--- src/sv/order_book_side_levels_defines.svh ---
// Assertion helpers for the file that checks its own logic.
`ifndef ORDER_BOOK_SIDE_LEVELS_DEFINES_SVH
`define ORDER_BOOK_SIDE_LEVELS_DEFINES_SVH

// Same-cycle implication, sampled on clk_i and disabled during reset.
`define OBSL_ASSERT_IMP(lbl, ante, cons, msg) \
  lbl: assert property (@(posedge clk_i) disable iff (!rst_ni) (ante) |-> (cons)) \
    else $error(msg);

// Next-cycle implication, sampled on clk_i and disabled during reset.
`define OBSL_ASSERT_NXT(lbl, ante, cons, msg) \
  lbl: assert property (@(posedge clk_i) disable iff (!rst_ni) (ante) |=> (cons)) \
    else $error(msg);

`endif

--- src/sv/obsl_pkg.sv ---
`timescale 1ns / 1ps
package obsl_pkg;

  localparam int LEVEL_SLOTS = 256;
  localparam int ORDER_SLOTS = 1024;
  localparam int LAW = $clog2(LEVEL_SLOTS);
  localparam int OAW = $clog2(ORDER_SLOTS);

  typedef enum logic [1:0] {
    ACT_INSERT = 2'd0,
    ACT_REMOVE = 2'd1,
    ACT_TAKE   = 2'd2,
    ACT_REVISE = 2'd3
  } action_e;

  typedef enum logic [1:0] {
    ST_OK      = 2'd0,
    ST_FULL    = 2'd1,
    ST_ILLEGAL = 2'd2
  } status_e;

  typedef enum logic [1:0] {
    PH_NEW     = 2'd0,
    PH_TRADED  = 2'd1,
    PH_REVISED = 2'd2,
    PH_OFF     = 2'd3
  } phase_e;

  typedef struct packed {
    logic           resting;
    logic [LAW-1:0] lvl;
    logic [31:0]    residual;
    logic [31:0]    executed;
    logic [31:0]    total;
    logic [31:0]    minimum;
    logic [30:0]    price;
    phase_e         phase;
    logic [47:0]    mtime;
  } order_t;

  typedef struct packed {
    logic [32:0] key;
    logic [31:0] sum;
    logic [10:0] count;
  } level_t;

  // Commands from the sequencer to the datapath.
  typedef struct packed {
    logic clr_step;
    logic capture;
    logic lvl_read;
    logic check;
    logic exec_upd;
    logic scan_init;
    logic scan_step;
    logic scan_flush;
    logic ins_upd;
    logic fail;
  } cmd_t;

  // Status from the datapath to the sequencer.
  typedef struct packed {
    logic clr_last;
    logic early_err;
    logic is_insert;
    logic scan_last;
    logic late_err;
  } sts_t;

endpackage

--- src/sv/obsl_ctrl.sv ---
`timescale 1ns / 1ps
module obsl_ctrl (
  input  logic          clk_i,
  input  logic          rst_ni,
  input  logic          start_i,
  input  obsl_pkg::sts_t sts_i,
  output obsl_pkg::cmd_t cmd_o,
  output logic          busy_o
);
  import obsl_pkg::*;

  typedef enum logic [7:0] {
    S_CLR  = 8'b0000_0001,
    S_IDLE = 8'b0000_0010,
    S_RD   = 8'b0000_0100,
    S_CHK  = 8'b0000_1000,
    S_EXEC = 8'b0001_0000,
    S_SCAN = 8'b0010_0000,
    S_SEND = 8'b0100_0000,
    S_INS  = 8'b1000_0000
  } state_e;

  state_e state_q, state_d;

  always_comb begin
    state_d = state_q;
    cmd_o   = '0;
    busy_o  = 1'b1;
    unique case (state_q)
      S_CLR: begin
        cmd_o.clr_step = 1'b1;
        if (sts_i.clr_last) state_d = S_IDLE;
      end
      S_IDLE: begin
        busy_o = 1'b0;
        if (start_i) begin
          cmd_o.capture = 1'b1;
          state_d = S_RD;
        end
      end
      S_RD: begin
        if (sts_i.early_err) begin
          cmd_o.fail = 1'b1;
          state_d = S_IDLE;
        end else if (sts_i.is_insert) begin
          cmd_o.scan_init = 1'b1;
          state_d = S_SCAN;
        end else begin
          cmd_o.lvl_read = 1'b1;
          state_d = S_CHK;
        end
      end
      S_CHK: begin
        cmd_o.check = 1'b1;
        state_d = S_EXEC;
      end
      S_EXEC: begin
        if (sts_i.late_err) cmd_o.fail = 1'b1;
        else cmd_o.exec_upd = 1'b1;
        state_d = S_IDLE;
      end
      S_SCAN: begin
        cmd_o.scan_step = 1'b1;
        if (sts_i.scan_last) state_d = S_SEND;
      end
      S_SEND: begin
        cmd_o.scan_flush = 1'b1;
        state_d = S_INS;
      end
      S_INS: begin
        cmd_o.ins_upd = 1'b1;
        state_d = S_IDLE;
      end
      default: begin
        state_d = S_IDLE;
      end
    endcase
  end

  always_ff @(posedge clk_i or negedge rst_ni) begin
    if (!rst_ni) begin
      state_q <= S_CLR;
    end else begin
      state_q <= state_d;
    end
  end

endmodule

--- config.mk ---
export PLATFORM = sky130hd
export DESIGN_NAME = obsl_ctrl
export DESIGN_NICKNAME = d
export VERILOG_FILES = /design/src/sv/order_book_side_levels_defines.svh /design/src/sv/obsl_pkg.sv /design/src/sv/obsl_ctrl.sv
export SDC_FILE = /design/constraint.sdc
export NUM_CORES = 1
export LEC_CHECK = 0
export BUFFER_PORTS_ARGS = -buffer_cell sky130_fd_sc_hd__buf_2
export CAP_MARGIN = 15
export CORE_AREA = 2 2 39 41
export DETAILED_ROUTE_END_ITERATION = 16
export DIE_AREA = 0 0 41 43
export GPL_ROUTABILITY_DRIVEN = 0
export SYNTH_ARGS = -nofsm -noshare
export SYNTH_HDL_FRONTEND = slang
export SYNTH_SLANG_ARGS = --single-unit
--- constraint.sdc ---
create_clock -name clk_i -period 2.5 [get_ports clk_i]
set_input_delay 0.125 -clock clk_i [delete_from_list [all_inputs] [get_ports clk_i]]
set_output_delay 0.125 -clock clk_i [all_outputs]
set_load 0.01 [all_outputs]
==> flow_metrics.tcl <==
set metrics [dict create \
    yosys-top-cells-area "dfrtp_1 34%, and4b_1 12%, nor4_4 8.4%" \
    core_um2 1384 \
    die_y_um 43 \
    ir_worst_vdd_uv 261.6 \
    yosysWarnings 0 \
    min_path_type "in -> reg" \
    netSwitchingPower_mw 0.1746 \
    yosysTopAreaCell "dfrtp_1" \
    via_per_inst 5.391 \
    multiInputGateArea_um2 299.0 \
    async_reset_ff_frac 1.000 \
    rows 14 \
    drt-total-wl_um 1044 \
    fin_crit_sh 0.7131 \
    power_density_nw_per_um2 721.9 \
    io_buffer_count 18 \
    finalMaxSlewViolations 0 \
    pwr-share-comb 0.402 \
    nFillCells 147 \
    swShare 0.3697 \
    max_slew_margin 0.7136 \
    clk_latency_ps 250 \
    regMostFlops "state_q" \
    yosysMostFrequentCell "nor2_1" \
    cp.required_ps 2380 \
    start_kind "flip-flop" \
    ioPinCount 19 \
    setup_viol 0 \
    finalSetupTns_ps 0 \
    syn-cell-area_um2 508.0 \
    dr.pass1.iters 6 \
    final_util 0.4729 \
    power_mw 0.4724 \
    seq_power_share 0.379 \
    worstMarginPinSlew_ps 426.4 \
    status "finished, final reports clean" \
    drt_iter0_markers 5 \
    power.internal_mw 0.2978 \
    p_clk_frac 0.219 \
    cts_resized 0 \
    grt.overflow.total 0 \
    synth_fp_nets 56 \
    leakagePower_nw 0.3623 \
    synth_top_area_share 0.3448 \
    antenna_found_initial 0 \
    cts_inserted_buffers 3 \
    fin_nets 80 \
    die_w_um 41 \
    cts.sinks 8 \
    grt_first_pass_wirelength_um 1738 \
    synth-seq-cells 8 \
    grt_pass1_vias 417 \
    clock_skew_ps 6.642 \
    antenna_left 0 \
    cts_setup_buffers 0 \
    wl_per_cell_um 12.00 \
    postSynthCellCount 48 \
    finalHoldViolCount 0 \
    reg.largest.list "state_q (8)" \
    fmax_mhz 560.9 \
    endpoint_kind "output pin" \
    period_needed_ps 1783 \
    arrival_ps 1660 \
    root_buffer "clkbuf_4" \
    synthTopCellsByCount "9 x nor2_1, 7 x dfrtp_1, 6 x and4b_1" \
    register_area_um2 201.4 \
    synth_seq_area_share 0.3966 \
    largest_reg_flops 8 \
    synth_cell_type_count 22 \
    grt_max_degree 11 \
    reg2reg_slack_ps 980 \
    tritoncts "yes" \
    cts_htree_levels 1 \
    hold_ws_ps 26.15 \
    drc 0 \
    dp_hpwl_um 851.6 \
    via_count 469 \
    cap_viol_max_count 0 \
    groute.usage.overall 0.1503 \
    dieArea_um2 1763 \
    start_util 0.3671 \
    clockBufferDepth 2 \
    drive_gt1_frac 0.3662 \
    crit_path_max_fanout 10 \
    clkSlewWorstSetupHoldPaths_ps 50 \
    rsz0062_at_grt "false" \
    synth_edf_count 0 \
    ys.flop_type "dfrtp_1" \
    critPathKind "reg -> out" \
    area_delta_synth_final_pct 28.82 \
    synth_area_per_cell_um2 10.58 \
    antenna_cells 0 \
]
## layer usage
metal / part of all wire / GRT usage
met5: 0 / 0
met4: 0 / 0.1400
met3: 0.056 / 0.01571
met2: 0.48 / 0.2031
met1: 0.46 / 0.1967
## cell type report
| type | instances | area share |
|---|---|---|
| Clock buffer | 4 | 0.04015 |
| Inverter | 2 | 0.01147 |
| Sequential cell | 8 | 0.3078 |
| Tap cell | 16 | 0.03059 |
| Timing Repair Buffer | 19 | 0.1530 |
| Multi-Input combinational cell | 38 | 0.4570 |
## critical path, cell delays in order, from the launching register on
cell     delay, ps
dfrtp_1        440
nor4_4         480
and3_1         270
a21o_1          90
buf_2          120
## power by group through the flow
stage	combinational (mW)	clock, mW	sequential (mW)
finish	0.190	0.104	0.179
global route	0.216	0.123	0.181
CTS	0.193	0.110	0.179
detailed placement	0.191	0	0.181
global placement	0.188	0	0.181
floorplan	0.140	0	0.174
## layout by cell type (no fill, tap or decap)
cell type | Yosys | layout
dlygate4sd3_1 | 0 | 1
buf_2 | 0 | 18
and3_1 | 1 | 1
a21oi_1 | 1 | 1
nand3_1 | 1 | 1
nor2_1 | 9 | 9
clkbuf_1 | 0 | 1
and4bb_1 | 2 | 2
nand2b_1 | 2 | 2
nor4_4 | 2 | 2
and4b_1 | 6 | 6
a31oi_1 | 1 | 1
nor3_1 | 1 | 1
nand2_1 | 2 | 2
nor4b_2 | 1 | 1
xor2_1 | 1 | 1
nor3_2 | 1 | 1
a21o_1 | 1 | 1
o21bai_1 | 1 | 1
clkbuf_4 | 0 | 3
nand4b_1 | 3 | 3
dfrtp_1 | 7 | 7
inv_1 | 2 | 2
dfstp_2 | 1 | 1
o2bb2ai_1 | 1 | 1
and2_1 | 1 | 1
## path summary, 6_finish.rpt
| path | endpoint | from | depth (start not counted) |
|---|---|---|---|
| max | cmd_o[0] | state_q[1] | 4 |
| min | state_q[0] | sts_i[4] | 2 |
| max reg2reg | state_q[1] | state_q[1] | 4 |
| min reg2reg | state_q[0] | state_q[0] | 2 |
| max in group asynchronous | state_q[0] | rst_ni | 2 |
| min in group asynchronous | state_q[3] | rst_ni | 2 |
## logic make-up after synthesis
family,synth area share
buffers and inverters,0.01478
DFF,0.3966
and+or+nand+nor,0.5025
xor gates and xnor gates,0.01724
AOI/OAI and AO/OA,0.06898
## metrics by stage
step / cells / instance area, µm² / setup WS (ps)
global route: 87 / 654.4 / 569.4
global placement: 82 / 618.1 / 998.7
detailed placement: 82 / 618.1 / 984.5
CTS: 87 / 654.4 / 702.8
finish: 87 / 654.4 / 717.3
floorplan: 48 / 508.0 / 1086
## what timing repair did
action	in CTS	in global routing
setup endpoints to repair	0	0
hold buffers	1	0
endpoints found under the hold margin	8	0
Power figures use the tool's default switching activity.
